File: src/hw/rtl/b64fe_pkg.sv
// shared types and constants for the filename-safe base64 encoder
// no dependencies; imported by every module of the block
`default_nettype none

package b64fe_pkg;

    localparam int unsigned SizeWidth = 12;
    localparam int unsigned SixWidth  = 6;
    localparam int unsigned CharWidth = 7;
    localparam int unsigned MaxRes    = 3;

    localparam logic [SizeWidth-1:0] SizeReset = 12'd4095;
    localparam logic [CharWidth-1:0] CharNul   = 7'd0;

    typedef struct packed {
        logic [7:0] data_byte;
        logic       last_byte;
    } t_in_item;

    typedef struct packed {
        logic [CharWidth-1:0] out_char;
        logic                 end_mark;
    } t_out_item;

    // one classified byte: its results in order, slot 0 first
    typedef struct packed {
        t_out_item [MaxRes-1:0] res;
        logic      [1:0]        count;
    } t_entry;

    // queue head as seen by the back end
    typedef struct packed {
        logic   valid;
        t_entry entry;
    } t_head;

    // six-bit code to its alphabet character
    function automatic logic [CharWidth-1:0] six_to_char(input logic [SixWidth-1:0] six);
        logic [CharWidth-1:0] v;
        begin
            v = {1'b0, six};
            if (six < 6'd26) begin
                six_to_char = v + 7'd65;
            end else if (six < 6'd52) begin
                six_to_char = v + 7'd71;
            end else if (six < 6'd62) begin
                six_to_char = v - 7'd4;
            end else if (six == 6'd62) begin
                six_to_char = 7'd43;
            end else begin
                six_to_char = 7'd95;
            end
        end
    endfunction

endpackage

`default_nettype wire

File: src/hw/rtl/b64fe_front.sv
// front end: takes bytes, tracks group phase and character budget,
// and builds one queue entry per byte; uses b64fe_pkg
`default_nettype none

module b64fe_front
    import b64fe_pkg::*;
(
    input  wire logic                 i_clk,
    input  wire logic                 i_rst_n,
    input  wire logic                 i_in_valid,
    output logic                      o_in_ready,
    input  wire t_in_item             i_in_data,
    input  wire logic [SizeWidth-1:0] i_budget,
    input  wire logic                 i_q_ready,
    output logic                      o_q_push,
    output t_entry                    o_q_entry
);

    logic [1:0]           r_phase, n_phase;
    logic [3:0]           r_left, n_left;
    logic [SizeWidth-1:0] r_count, n_count;

    logic [SixWidth-1:0] six0, six1;
    logic [3:0]          left_next;
    logic                two_chars;
    logic                ok0, ok1;
    logic [1:0]          k;
    logic [SizeWidth:0]  cnt_ext;
    logic [7:0]          b;
    logic                last;
    t_out_item           item0, item1, item_end;

    assign b          = i_in_data.data_byte;
    assign last       = i_in_data.last_byte;
    assign o_in_ready = i_q_ready;
    assign o_q_push   = i_in_valid && i_q_ready;

    always_comb begin
        unique case (r_phase)
            2'd1: begin
                six0      = {r_left[1:0], b[7:4]};
                six1      = {b[3:0], 2'b00};
                left_next = b[3:0];
                two_chars = last;
            end
            2'd2: begin
                six0      = {r_left, b[7:6]};
                six1      = b[5:0];
                left_next = 4'd0;
                two_chars = 1'b1;
            end
            default: begin
                six0      = b[7:2];
                six1      = {b[1:0], 4'b0000};
                left_next = {2'b00, b[1:0]};
                two_chars = last;
            end
        endcase
    end

    // budget check for the one or two characters of this byte
    assign cnt_ext = {1'b0, r_count};
    assign ok0     = cnt_ext < {1'b0, i_budget};
    assign ok1     = (cnt_ext + 13'd1) < {1'b0, i_budget};

    always_comb begin
        if (!ok0) begin
            k = 2'd0;
        end else if (two_chars && ok1) begin
            k = 2'd2;
        end else begin
            k = 2'd1;
        end
    end

    always_comb begin
        item0.out_char    = six_to_char(six0);
        item0.end_mark    = 1'b0;
        item1.out_char    = six_to_char(six1);
        item1.end_mark    = 1'b0;
        item_end.out_char = CharNul;
        item_end.end_mark = 1'b1;

        o_q_entry.res[0] = (k == 2'd0) ? item_end : item0;
        o_q_entry.res[1] = (k == 2'd1) ? item_end : item1;
        o_q_entry.res[2] = item_end;
        o_q_entry.count  = k + {1'b0, last};
    end

    always_comb begin
        n_phase = r_phase;
        n_left  = r_left;
        n_count = r_count;
        if (o_q_push) begin
            if (last) begin
                n_phase = 2'd0;
                n_left  = 4'd0;
                n_count = '0;
            end else begin
                n_phase = (r_phase == 2'd1) ? 2'd2 : ((r_phase == 2'd2) ? 2'd0 : 2'd1);
                n_left  = left_next;
                n_count = r_count + {{(SizeWidth-2){1'b0}}, k};
            end
        end
    end

    always_ff @(posedge i_clk) begin
        if (!i_rst_n) begin
            r_phase <= 2'd0;
            r_left  <= 4'd0;
            r_count <= '0;
        end else begin
            r_phase <= n_phase;
            r_left  <= n_left;
            r_count <= n_count;
        end
    end

endmodule

`default_nettype wire

File: src/hw/rtl/b64fe_queue.sv
// short queue of classified entries between front and back end
// uses b64fe_pkg for the entry type
`default_nettype none

module b64fe_queue
    import b64fe_pkg::*;
#(
    parameter int unsigned DEPTH = 2
) (
    input  wire logic   i_clk,
    input  wire logic   i_rst_n,
    input  wire logic   i_push,
    input  wire t_entry i_entry,
    output logic        o_ready,
    input  wire logic   i_pop,
    output t_head       o_head
);

    localparam int unsigned PtrWidth = $clog2(DEPTH);
    localparam int unsigned CntWidth = $clog2(DEPTH + 1);
    localparam logic [PtrWidth-1:0] PtrLast = PtrWidth'(DEPTH - 1);
    localparam logic [CntWidth-1:0] CntFull = CntWidth'(DEPTH);

    t_entry r_mem [DEPTH];
    logic [PtrWidth-1:0] r_wr_ptr, n_wr_ptr;
    logic [PtrWidth-1:0] r_rd_ptr, n_rd_ptr;
    logic [CntWidth-1:0] r_fill, n_fill;
    logic                do_pop;

    assign o_ready      = r_fill != CntFull;
    assign o_head.valid = r_fill != '0;
    assign o_head.entry = r_mem[r_rd_ptr];
    assign do_pop       = i_pop && o_head.valid;

    always_comb begin
        n_wr_ptr = r_wr_ptr;
        n_rd_ptr = r_rd_ptr;
        n_fill   = r_fill;
        if (i_push) begin
            n_wr_ptr = (r_wr_ptr == PtrLast) ? '0 : r_wr_ptr + 1'b1;
        end
        if (do_pop) begin
            n_rd_ptr = (r_rd_ptr == PtrLast) ? '0 : r_rd_ptr + 1'b1;
        end
        if (i_push && !do_pop) begin
            n_fill = r_fill + 1'b1;
        end else if (!i_push && do_pop) begin
            n_fill = r_fill - 1'b1;
        end
    end

    always_ff @(posedge i_clk) begin
        if (i_push) begin
            r_mem[r_wr_ptr] <= i_entry;
        end
    end

    always_ff @(posedge i_clk) begin
        if (!i_rst_n) begin
            r_wr_ptr <= '0;
            r_rd_ptr <= '0;
            r_fill   <= '0;
        end else begin
            r_wr_ptr <= n_wr_ptr;
            r_rd_ptr <= n_rd_ptr;
            r_fill   <= n_fill;
        end
    end

endmodule

`default_nettype wire

File: src/hw/rtl/b64fe_back.sv
// back end: walks the results of the queue head into the output register
// one per cycle while that register can load; uses b64fe_pkg
`default_nettype none

module b64fe_back
    import b64fe_pkg::*;
(
    input  wire logic  i_clk,
    input  wire logic  i_rst_n,
    input  wire t_head i_head,
    output logic       o_pop,
    output logic       o_out_valid,
    input  wire logic  i_out_ready,
    output t_out_item  o_out_data
);

    logic [1:0] r_idx, n_idx;
    logic       r_out_valid, n_out_valid;
    t_out_item  r_out;
    t_out_item  sel;
    logic       can_load;
    logic       empty_entry;
    logic       last_slot;

    assign can_load    = !r_out_valid || i_out_ready;
    assign empty_entry = i_head.entry.count == 2'd0;
    assign last_slot   = r_idx == (i_head.entry.count - 2'd1);
    // an entry with no results (budget spent) is popped without sending anything
    assign o_pop       = i_head.valid && can_load && (empty_entry || last_slot);

    always_comb begin
        case (r_idx)
            2'd1:    sel = i_head.entry.res[1];
            2'd2:    sel = i_head.entry.res[2];
            default: sel = i_head.entry.res[0];
        endcase
    end

    always_comb begin
        n_idx       = r_idx;
        n_out_valid = r_out_valid;
        if (can_load) begin
            n_out_valid = i_head.valid && !empty_entry;
            if (o_pop) begin
                n_idx = 2'd0;
            end else if (i_head.valid) begin
                n_idx = r_idx + 2'd1;
            end
        end
    end

    always_ff @(posedge i_clk) begin
        if (can_load) begin
            r_out <= sel;
        end
    end

    always_ff @(posedge i_clk) begin
        if (!i_rst_n) begin
            r_idx       <= 2'd0;
            r_out_valid <= 1'b0;
        end else begin
            r_idx       <= n_idx;
            r_out_valid <= n_out_valid;
        end
    end

    assign o_out_valid = r_out_valid;
    assign o_out_data  = r_out;

endmodule

`default_nettype wire

File: src/hw/rtl/base64_filename_encoder.sv
// Filename-safe base64 encoder (A-Z a-z 0-9 + _), unpadded, one byte per
// input transaction. A byte is taken whenever the entry queue has room;
// the front end turns it into its 0 to 3 results (characters, plus the
// closing NUL with end_mark after the byte flagged last_byte) and the back
// end sends them out one per cycle, while the receiver is ready, through a
// registered output, which sets the throughput; a string gives 4 characters
// per 3 bytes in steady state. A byte whose characters fall past the budget
// still passes through the back end. At most buffer_size-1 characters are
// sent per string (none when buffer_size is 0); the NUL is always sent.
// Write the buffer size only while the block is idle.
// depends on b64fe_pkg, b64fe_front, b64fe_queue and b64fe_back
`default_nettype none

module base64_filename_encoder
    import b64fe_pkg::*;
#(
    parameter int unsigned QUEUE_DEPTH = 2
) (
    input  wire logic                 i_clk,
    input  wire logic                 i_rst_n,
    input  wire logic                 i_in_valid,
    output logic                      o_in_ready,
    input  wire t_in_item             i_in_data,
    output logic                      o_out_valid,
    input  wire logic                 i_out_ready,
    output t_out_item                 o_out_data,
    input  wire logic                 i_cfg_valid,
    output logic                      o_cfg_ready,
    input  wire logic [SizeWidth-1:0] i_cfg_data
);

    logic [SizeWidth-1:0] r_buffer_size;
    logic [SizeWidth-1:0] budget;
    logic                 q_ready;
    logic                 q_push;
    logic                 q_pop;
    t_entry               q_entry;
    t_head                q_head;

    assign o_cfg_ready = 1'b1;

    always_ff @(posedge i_clk) begin
        if (!i_rst_n) begin
            r_buffer_size <= SizeReset;
        end else if (i_cfg_valid) begin
            r_buffer_size <= i_cfg_data;
        end
    end

    assign budget = (r_buffer_size == '0) ? '0 : r_buffer_size - 1'b1;

    b64fe_front u_front (
        .i_clk      (i_clk),
        .i_rst_n    (i_rst_n),
        .i_in_valid (i_in_valid),
        .o_in_ready (o_in_ready),
        .i_in_data  (i_in_data),
        .i_budget   (budget),
        .i_q_ready  (q_ready),
        .o_q_push   (q_push),
        .o_q_entry  (q_entry)
    );

    b64fe_queue #(
        .DEPTH (QUEUE_DEPTH)
    ) u_queue (
        .i_clk   (i_clk),
        .i_rst_n (i_rst_n),
        .i_push  (q_push),
        .i_entry (q_entry),
        .o_ready (q_ready),
        .i_pop   (q_pop),
        .o_head  (q_head)
    );

    b64fe_back u_back (
        .i_clk       (i_clk),
        .i_rst_n     (i_rst_n),
        .i_head      (q_head),
        .o_pop       (q_pop),
        .o_out_valid (o_out_valid),
        .i_out_ready (i_out_ready),
        .o_out_data  (o_out_data)
    );

endmodule

`default_nettype wire

File: config.mk
export PLATFORM = sky130hd
export DESIGN_NAME = base64_filename_encoder
export DESIGN_NICKNAME = d
export VERILOG_FILES = /design/src/hw/rtl/b64fe_pkg.sv /design/src/hw/rtl/b64fe_front.sv /design/src/hw/rtl/b64fe_queue.sv /design/src/hw/rtl/b64fe_back.sv /design/src/hw/rtl/base64_filename_encoder.sv
export SDC_FILE = /design/constraint.sdc
export NUM_CORES = 1
export LEC_CHECK = 0
export ABC_CLOCK_PERIOD_IN_PS = 6400
export BUFFER_PORTS_ARGS = -buffer_cell sky130_fd_sc_hd__buf_2
export CORE_MARGIN = 2
export CORE_UTILIZATION = 55
export DETAILED_ROUTE_END_ITERATION = 8
export PLACE_DENSITY = 0.73
export SLEW_MARGIN = 15
export SYNTH_ARGS = -nofsm -noshare
export SYNTH_HDL_FRONTEND = slang
export SYNTH_HIERARCHICAL = 1
export SYNTH_SLANG_ARGS = --single-unit
File: constraint.sdc
create_clock -name i_clk -period 6.4 [get_ports i_clk]
set_clock_uncertainty 0.1 [all_clocks]
set_input_delay 1.28 -clock i_clk [delete_from_list [all_inputs] [get_ports i_clk]]
set_output_delay 1.28 -clock i_clk [all_outputs]
set_load 0.1 [all_outputs]
### Word level (Yosys, flattened, before mapping)

Memory sizes are Yosys's and may differ from the RTL's. A register that Yosys moved wholly into a read port is not among the register bits.
Cells that the tools add are included.

| word-level totals | value |
|---|---|
| flip-flop bits (word level) | 45 |
| bits in writable memories | 36 |
| memories | 1 |
| word-level logic and storage cells | 99 |
| bits of input ports | 26 |
| output and inout bits | 11 |

| cells by class | value |
|---|---|
| magnitude comparators | 8 |
| multiplexer cells | 33 |
| eq/ne operators | 9 |
| reductions and logical operators | 21 |
| add/sub/neg operators | 16 |

Memories:

| memory | depth | width | rd ports | clocked after memory_dff | wr ports | RTL line | source |
|---|---|---|---|---|---|---|---|
| u_queue.r_mem | 2 | 18 | 1 | 1 | 1 | b64fe_queue.sv:24 | `t_entry r_mem [DEPTH];` |

Operators by type and width:

| operator | count |
|---|---|
| $mux W7 | 8 |
| $add A6 B7 Y7 const B | 4 |
| $lt A6 B6 Y1 const B | 4 |
| $mux W12 | 2 |
| $pmux W6 S2 | 2 |
| $mux W2 | 8 |
| $mux W8 | 2 |
| $pmux W8 S2 | 1 |
| $sub A6 B3 Y7 const B | 2 |
| $add A12 B1 Y13 const B | 1 |
| $lt A13 B12 Y1 | 1 |
| $add A12 B2 Y12 | 1 |
| $eq A6 B6 Y1 const B | 2 |
| $logic_not A12 Y1 | 1 |
| $lt A12 B12 Y1 | 1 |
| $lt A6 B5 Y1 const B | 2 |
| $sub A12 B1 Y12 const B | 1 |
| $logic_and A1 B1 Y1 | 8 |
| $mux W1 | 8 |
| $pmux W4 S2 | 1 |
| $eq A2 B1 Y1 const B | 3 |
| $reduce_bool A2 Y1 | 3 |
| $add A2 B1 Y2 const B | 2 |
| $eq A2 B2 Y1 const B | 2 |
| other kinds (10) | 17 |

### Longest topological paths before layout

Gate-level depths: netlist of run 1.

| logic depth | value |
|---|---|
| word-level depth | 8 |
| mapped depth | 19 |
| depth with buffers taken out | 18 |

### By module

The synthesis of run 1 kept the hierarchy.

Modules (own cells, without submodules):

| module | area an instance (µm²) | sequential area each (µm²) | instances | cells each |
|---|---|---|---|---|
| b64fe_front | 2682.6 | 360.3 | 1 | 345 |
| b64fe_queue | 2094.5 | 1661.6 | 1 | 103 |
| base64_filename_encoder | 758.2 | 240.2 | 1 | 87 |
| b64fe_back | 606.8 | 300.3 | 1 | 62 |

### Least setup slack after synthesis of run 1

Ideal clock, no wire load.

| path | value |
|---|---|
| path kind | reg-to-reg |
| start point | register r_buffer_size[0] |
| end point | register u_front.r_count[10] |
| cell stages (with the launch flop) | 20 |
| period minus slack after synthesis | 4.415 ns |
| buffers on the path | 1 |
| setup time | 0.124 ns |
| arrival time | 4.191 ns |
| setup slack | 1.985 ns |
| data required time | 6.176 ns |
| cell sequence | dfxtp_1 inv_1 ha_1 or3b_1 clkbuf_1 or4_1 o21ai_1 inv_1 ha_1 a21o_1 a21o_1 a221o_1 a2111oi_4 nor2_4 ha_1 fa_1 nand4_1 nor4_1 xnor2_1 nor2_1 |

| on the way | value |
|---|---|
| cells in the longest elaborated chain, start to end | 8 |
| elaborated cells between the ends (all ways) | 10 |
| classes of those cells | 2 x add/sub; 2 x order compare; 4 x mux; 2 x reduce/logical |

RTL lines:

| what | RTL line | source |
|---|---|---|
| from (decl) | base64_filename_encoder.sv:32 | `logic [SizeWidth-1:0] r_buffer_size;` |
| from (signal assigned) | base64_filename_encoder.sv:44 | `r_buffer_size <= SizeReset;` |
| from (signal assigned) | base64_filename_encoder.sv:46 | `r_buffer_size <= i_cfg_data;` |
| $sub A12 B1 Y12 / $logic_not A12 Y1 (equally long branches) | base64_filename_encoder.sv:50 | `assign budget = (r_buffer_size == '0) ? '0 : r_buffer_size - 1'b1;` |
| $mux W12 * | base64_filename_encoder.sv:50 |  |
| net budget[6] | base64_filename_encoder.sv:33 | `logic [SizeWidth-1:0] budget;` |
| $lt A13 B12 Y1 | b64fe_front.sv:64 | `assign ok1 = (cnt_ext + 13'd1) < {1'b0, i_budget};` |
| $logic_and A1 B1 Y1 | b64fe_front.sv:69 | `end else if (two_chars && ok1) begin` |
| $mux W2 | b64fe_front.sv:69 |  |
| $mux W2 * | b64fe_front.sv:67 | `if (!ok0) begin` |
| $add A12 B2 Y12 * | b64fe_front.sv:102 | `n_count = r_count + {{(SizeWidth-2){1'b0}}, k};` |
| $mux W12 * | b64fe_front.sv:95 | `if (last) begin` |
| to (signal assigned) | b64fe_front.sv:115 | `r_count <= n_count;` |
| to (decl) | b64fe_front.sv:21 | `logic [SizeWidth-1:0] r_count, n_count;` |

Mark *: on every way through the listed nets, which the timed path passes. The rest lies on a longest branch.
A chain may end at the register's enable or synchronous reset.

### Final worst setup path of run 1

| path | value |
|---|---|
| start point | register r_buffer_size[0] |
| end point | register u_front.r_count[8] |

Same word-level chain as after synthesis.

==> results of run 1 <==
tightest hold or removal path: stages (launching register included):
cell and delay (ns):
dfxtp_1 0.35, o21ai_0 0.09, a21boi_1 0.06
registers in the layout, summed over array words and instances, names as in the netlist, named ones only:
register / cells
u_queue/r_mem: 52
r_buffer_size: 12
u_front/r_count: 12
u_back/o_out_data: 8
u_front/r_left: 4
u_back/r_idx: 2
u_front/r_phase: 2
u_queue/r_fill: 2
u_back/o_out_valid: 1
u_queue/r_rd_ptr: 1
u_queue/r_wr_ptr: 1
power breakdown:
group / internal (W) / leakage (nW) / switching (W)
Sequential: 0.000800 / 0.883 / 0.0000427
Clock: 0.000193 / 0.110 / 0.000244
Combinational: 0.000219 / 1.72 / 0.000537
Total: 0.00121 / 2.71 / 0.000824
final cells by class:
cell class / count / area [µm²] / share of cell area [%]
clock buffer: 9 / 124 / 1.89
clock inverter: 7 / 90.1 / 1.37
inverter: 32 / 123 / 1.87
multi-input combinational: 440 / 3290 / 50.1
sequential: 98 / 2560 / 39.0
tap: 140 / 175 / 2.67
timing repair buffer: 38 / 198 / 3.01
cells in the mapped netlist, types with 4 or more instances:
cell | instances | area [µm²]
a211oi_1 | 7 | 52.6
a21o_1 | 8 | 60.1
a21oi_1 | 25 | 125
a221o_1 | 4 | 40.0
a22oi_1 | 19 | 143
and2_1 | 5 | 31.3
and3_1 | 4 | 25.0
buf_2 | 8 | 40.0
buf_4 | 15 | 113
clkbuf_1 | 9 | 33.8
dfxtp_1 | 38 | 761
edfxtp_1 | 60 | 1800
ha_1 | 44 | 551
inv_1 | 29 | 109
mux2_1 | 22 | 248
mux2_2 | 7 | 78.8
mux2i_1 | 13 | 130
nand2_1 | 55 | 206
nand3_1 | 9 | 45.0
nand4_1 | 7 | 43.8
nor2_1 | 34 | 128
nor2b_1 | 16 | 100
nor3_1 | 9 | 45.0
nor3b_1 | 4 | 30.0
o211ai_1 | 4 | 30.0
o21a_1 | 7 | 52.6
o21ai_0 | 23 | 115
o21ai_1 | 5 | 25.0
or3_1 | 7 | 43.8
xnor2_1 | 14 | 123
xor2_1 | 15 | 131
cell families (layout without fill, tap and decap cells):
| family | Yosys count | in the layout | share of synthesized area [%] |
|---|---|---|---|
| AND/OR/NAND/NOR | 179 | 179 | 15.7 |
| AO/OA/AOI/OAI | 133 | 133 | 15.4 |
| flip-flops | 98 | 98 | 41.7 |
| buffers and inverters | 65 | 86 | 5.11 |
| adder cells (fa/ha/maj) | 45 | 45 | 9.29 |
| multiplexers | 44 | 44 | 8.17 |
| XOR/XNOR | 30 | 30 | 4.40 |
| other | 3 | 9 | 0.183 |
per-stage QoR:
step                util [%]  power [W]  area [µm²]  setup WS [ns]  hold slack [ns]
floorplan                  -    0.00148        6160           1.99            0.379
global placement        58.3    0.00159        6350           1.82            0.392
detailed placement      58.3    0.00161        6350           1.67            0.429
CTS                     60.3    0.00205        6560           1.64            0.444
global route            60.3    0.00215        6560           1.25            0.479
finish                  60.3    0.00204        6560           1.63            0.437
layer usage:
| layer | up-vias | wire [µm] |
|---|---|---|
| met2 | 90 | 5580 |
| met1 | 2079 | 5820 |
| met4 | 0 | 151 |
| li1 | 2202 | - |
| met3 | 13 | 467 |
| met5 | - | 0 |
placed cells by master, fill, tap and decap left out, drive strengths merged, types with 4 or more instances in the layout:
cell type / n
edfxtp: 60
nand2: 55
ha: 44
dfxtp: 38
buf: 38
inv: 37
nor2: 35
o21ai: 31
mux2: 29
a21oi: 27
a22oi: 19
xor2: 16
nor2b: 16
mux2i: 15
xnor2: 14
nor3: 14
conb: 9
clkbuf: 9
nand3: 9
a21o: 8
or3: 7
nand4: 7
a211oi: 7
o21a: 7
and2: 5
a21boi: 5
nor4: 5
o211ai: 4
a221o: 4
and3: 4
nor3b: 4
nand2b: 4
worst min-delay path by stage:
stage | slack (ns) | to | depth (start not counted)
2_1_floorplan | 0.38 | u_queue/r_fill[1] | 2
3_3_place_gp | 0.39 | u_queue/r_fill[1] | 2
3_5_place_dp | 0.43 | u_queue/r_fill[1] | 2
4_1_cts | 0.44 | u_queue/r_fill[1] | 2
5_1_grt | 0.48 | u_queue/r_fill[1] | 2
6_report | 0.44 | u_queue/r_fill[1] | 2
==> results.sh, run 1 <==
export IMPL_placed_cells=748
export IMPL_fmax_mhz=210
export IMPL_path_cells="inv_1 -> ha_1 -> or3b_1 -> or4_1 -> o21ai_1 -> inv_1 -> ha_1 -> a21o_1 -> a21o_1 -> a221o_1 -> a2111oi_4 -> nor2_4 -> ha_1 -> fa_1 -> nand4_1 -> o21ai_0 -> a21oi_1"
export IMPL_drt_iter0_markers=256
export IMPL_busiest_layer="met2"
export IMPL_critical_path_max_fanout=11
export IMPL_power_density_nw_per_um2=310
export IMPL_clk_latency_ns=0.38
export IMPL_crit_top_cell="ha_1"
export IMPL_tns_ns=0
export IMPL_first_pass_iters=5
export IMPL_coreArea_um2=10900
export IMPL_relSlewSlack_pct=27.3
export IMPL_status="completed"
export IMPL_gp_congestion=0.888
export IMPL_maxCapViolCount=0
export IMPL_gr_usage_met2_pct=35.0
export IMPL_start_util_pct=56.4
export IMPL_overflow=0
export IMPL_antenna_found_initial=0
export IMPL_antenna_left=0
export IMPL_finalCriticalPeriod_ns=4.77
export IMPL_critPathLaunch="r_buffer_size[0]"
export IMPL_synthDistinctLibCells=69
export IMPL_synth_async_reset_ratio_pct=0
export IMPL_cts_tree="built"
export IMPL_ys_seq_area_share_pct=41.7
export IMPL_viasPerCell=5.74
export IMPL_layout_drive_gt1_share_pct=14.3
export IMPL_worstSetupStartpointType="flip-flop"
export IMPL_leakage_nw=2.71
export IMPL_grt_pass1_wl_um=19900
export IMPL_synth_seq_cells=98
export IMPL_cp_slowest_cell="or3b_1"
export IMPL_grt_util_met3_pct=3.62
export IMPL_cts_made_buffers=9
export IMPL_ctsHoldBuffers=0
export IMPL_cp_num_cells=17
export IMPL_avgSynthCellArea_um2=10.3
export IMPL_io_buffers=35
export IMPL_n_fill_cell=908
export IMPL_timing_final_crit_share_pct=74.5
export IMPL_arrival_ns=4.96
export IMPL_cts_root_buf="clkbuf_8"
export IMPL_dieArea_um2=12000
export IMPL_cp_top_family="compound AO/OA/AOI/OAI gates"
export IMPL_die_h_um=110
export IMPL_hold_class="reg2reg"
export IMPL_syn_cell_area_um2=6140
export IMPL_post_drt_wl_per_cell_um=15.7
export IMPL_layout_nets=690
export IMPL_endpoint="u_front/r_count[8]"
export IMPL_clock_path_buffers=2
export IMPL_rr_startpoint="r_buffer_size[0]"
export IMPL_final_cells=764
export IMPL_critPathRequiredTime_ns=6.59
export IMPL_cts_resized=0
export IMPL_r2r_end="u_front/r_count[8]"
export IMPL_dpl_hpwl_um=8890
export IMPL_die_x_um=110
export IMPL_rows=38
export IMPL_rsz0062_at_grt="no"
export IMPL_drv_slew=0
export IMPL_post_cts_buffers=0
export IMPL_ys_flop_type="edfxtp_1"
export IMPL_synth_edf_count=60
export IMPL_ir_drop_v=0.000343
export IMPL_max_stage_delay_ns=0.47
export IMPL_grt_total_usage_pct=21.3
export IMPL_crit_path_end_kind="flip-flop"
export IMPL_yosys_warnings=6
export IMPL_grt_pass1_vias=4281
export IMPL_via_count=4384
export IMPL_h_tree_depth=3
export IMPL_tightestPinTransition_ns=1.08
export IMPL_ff2ff_setup_slack_ns=1.63
export IMPL_grt_start_max_net_pins=32
export IMPL_route_detailed_drc=0
export IMPL_reg2regPathDepth=17
export IMPL_hold_violations=0
export IMPL_areaGrowthSynthToFinish_pct=6.84
export IMPL_synthCells=597
export IMPL_hold_start="u_queue/r_fill[1]"
export IMPL_crit_buf_inv=2
export IMPL_grt_met1_usage_pct=28.8
export IMPL_clkTransAtPathRegs_ns=0.10
export IMPL_wirelength_um=12000
export IMPL_setup_violations=0
export IMPL_ioPinCount=37
export IMPL_antenna_cells=0
export IMPL_clkSinkCount=98
export IMPL_crit_type="reg2reg"
Power figures use the tool's default switching activity.
==> run 2: changes to the inputs <==
- ABC_CLOCK_PERIOD_IN_PS: 6400 -> 4310
- PLACE_DENSITY: 0.73 -> 0.76
- clock period: 6.4 -> 4.31 ns (I/O delays scaled with it)
==> run 2 against run 1 <==
Net effect: the flow now finishes with violations (negative setup slack); critical path depth did not move; clock power rose by 46%; worst setup slack got worse by 1.7 ns; non-clock buffer count rose by 27; sequential cell count did not move; sequential share of layout area fell by 1.8 points; design area rose by 4.9%; count of clock-buffer cells in the layout did not move; largest power group unchanged; global-route usage rose by 1.2 points; register-to-register slack got worse by 1.7 ns; critical path type unchanged.
==> results.sh, run 2 (synthesis results as in run 1) <==
export IMPL_critPathLaunch="r_buffer_size[0]"
export IMPL_ctsHoldBuffers=0
export IMPL_clkTransAtPathRegs_ns=0.11
export IMPL_final_common_cell="edfxtp_1"
export IMPL_p_total_w=0.00304
export IMPL_wl_met3_um=486
export IMPL_antenna_cells=0
export IMPL_fin_area_um2=6880
export IMPL_h_tree_depth=3
export IMPL_wl_met2_um=6220
export IMPL_layout_common_cells="edfxtp_1 (60), nand2_1 (55), ha_1 (41)"
export IMPL_finalCriticalPeriod_ns=4.35
export IMPL_ff_latch_area_um2=2560
export IMPL_pwr_share_clk_pct=21.0
export IMPL_ff2ff_setup_slack_ns=-0.04
export IMPL_drv_slew=0
export IMPL_largest_reg_flops=52
export IMPL_critical_path_max_fanout=4
export IMPL_wirelength_um=12900
export IMPL_ioPinCount=37
export IMPL_clk_latency_ns=0.38
export IMPL_dieArea_um2=12000
export IMPL_p_sw_w=0.00123
export IMPL_cts_made_buffers=9
export IMPL_rows=38
export IMPL_violations="negative setup slack"
export IMPL_viasPerCell=5.82
export IMPL_layout_drive_gt1_share_pct=21.2
export IMPL_crit_type="reg2reg"
export IMPL_critPathRequiredTime_ns=4.53
export IMPL_arrival_ns=4.56
export IMPL_die_h_um=110
export IMPL_first_pass_iters=5
export IMPL_gp_congestion=0.934
export IMPL_via_count=4602
export IMPL_setup_violations=1
export IMPL_power_density_nw_per_um2=442
export IMPL_relSlewSlack_pct=53.7
export IMPL_hold_start="u_queue/r_fill[1]"
export IMPL_antenna_found_initial=0
export IMPL_r2r_end="u_front/r_count[6]"
export IMPL_sequentialPowerShare_pct=41.1
export IMPL_grt_total_usage_pct=22.5
export IMPL_endpoint="u_front/r_count[6]"
export IMPL_cts_tree="built"
export IMPL_postLayoutSetupSlackWorst_ns=-0.0365
export IMPL_cp_slowest_cell="or4_4"
export IMPL_n_fill_cell=884
export IMPL_leakage_nw=2.84
export IMPL_rsz0062_at_grt="yes"
export IMPL_top_regs="u_queue/r_mem: 52 flops, r_buffer_size: 12 flops, u_front/r_count: 12 flops"
export IMPL_grt_pass1_wl_um=21000
export IMPL_grt_pass1_vias=4381
export IMPL_ir_drop_v=0.000508
export IMPL_fmax_mhz=230
export IMPL_crit_buf_inv=3
export IMPL_antenna_left=0
export IMPL_overflow=0
export IMPL_cp_top_family="simple AND/OR/NAND/NOR gates"
export IMPL_multi_input_area_um2=3410
export IMPL_path_cells="inv_2 -> ha_4 -> or3b_4 -> or4_4 -> o21ai_2 -> inv_2 -> ha_4 -> a21o_1 -> a21o_1 -> a221o_1 -> a2111oi_4 -> and2b_4 -> fa_2 -> nand4_1 -> buf_4 -> or3_1 -> a21oi_1"
export IMPL_p_int_w=0.00181
export IMPL_crit_path_end_kind="flip-flop"
export IMPL_hold_violations=0
export IMPL_areaGrowthSynthToFinish_pct=12.0
export IMPL_timing_final_crit_share_pct=101
export IMPL_top_layer_used="met4"
export IMPL_max_stage_delay_ns=0.43
export IMPL_layout_nets=717
export IMPL_cts_root_buf="clkbuf_8"
export IMPL_grt_start_max_net_pins=32
export IMPL_worstSetupStartpointType="flip-flop"
export IMPL_max_flop_register="u_queue/r_mem"
export IMPL_maxCapViolCount=0
export IMPL_tightestPinTransition_ns=0.693
export IMPL_dpl_hpwl_um=9240
export IMPL_coreArea_um2=10900
export IMPL_post_drt_wl_per_cell_um=16.3
export IMPL_die_x_um=110
export IMPL_hold_class="reg2reg"
export IMPL_comb_power_share_pct=37.9
export IMPL_drt_iter0_markers=314
export IMPL_rr_startpoint="r_buffer_size[0]"
export IMPL_cp_num_cells=17
export IMPL_clkSinkCount=98
export IMPL_route_detailed_drc=0
export IMPL_status="finished, violations left"
export IMPL_start_util_pct=56.4
export IMPL_netSwitchingFraction_pct=40.5
export IMPL_reg2regPathDepth=17
export IMPL_io_buffers=35
export IMPL_met1_length_um=5870
export IMPL_clock_path_buffers=2
export IMPL_placed_area_um2=6480
==> run 2: cell types whose count changed in the layout (fill, tap and decap cells not counted), sizes merged <==
cell,change
buf,+27
clkinvlp,+3
inv,-2
clkinv,-1
==> run 2: worst min-delay path by stage <==
stage                                     to  depth (start not counted)  slack, ns
after global routing      u_front/r_phase[1]                          2       0.47
final                      u_queue/r_fill[1]                          2       0.44
after global placement     u_queue/r_fill[1]                          2       0.39
after CTS                  u_queue/r_fill[1]                          2       0.45
after detailed placement   u_queue/r_fill[1]                          2       0.43
after floorplan            u_queue/r_fill[1]                          2       0.38
==> run 2: power by group through the flow <==
stage / logic (W) / clock network, W / registers (W)
2_1_floorplan: 0.000622 / 0 / 0.00157
3_3_place_gp: 0.00111 / 0 / 0.00126
3_5_place_dp: 0.00113 / 0 / 0.00127
4_1_cts: 0.00115 / 0.000645 / 0.00125
5_1_grt: 0.00125 / 0.000686 / 0.00127
6_report: 0.00115 / 0.000637 / 0.00125
==> run 2: metrics by stage <==
| step | utilization, % | std cells | setup WS [ns] | TNS [ns] | hold WS (ns) |
|---|---|---|---|---|---|
| after floorplan | - | 603 | 0.0119 | 0 | 0.379 |
| after global placement | 59.6 | 765 | 0.0487 | 0 | 0.393 |
| after detailed placement | 59.6 | 765 | -0.0342 | -0.0990 | 0.431 |
| after CTS | 62.3 | 785 | -0.00269 | -0.00269 | 0.447 |
| after global routing | 63.2 | 791 | -0.158 | -0.762 | 0.473 |
| final | 63.2 | 791 | -0.0365 | -0.0365 | 0.440 |
==> run 2: what timing repair did <==
action,in CTS,in global routing
gates resized for setup,14,14
pin swaps,9,15
setup buffers,4,7
hold endpoints to repair,0,0
endpoints found under the setup margin,6,10
==> run 2: area by class of cell <==
class / count / share of cell area (%)
multi-input combinational: 440 / 49.5
sequential: 98 / 37.3
timing repair buffer: 65 / 5.82
tap: 140 / 2.55
inverter: 32 / 1.82
clock buffer: 9 / 1.80
clock inverter: 7 / 1.22
==> run 2: routing by layer <==
metal / up-vias / GRT usage [%]
met3: 23 / 2.61
met4: 0 / 8.86
met5: - / 0
met1: 2225 / 29.9
li1: 2259 / -
met2: 95 / 37.5
==> run 2: tightest hold or removal path: stages, from the launching register on <==
cell and delay, ns:
dfxtp_1 0.35, o21ai_0 0.08, a21boi_1 0.06
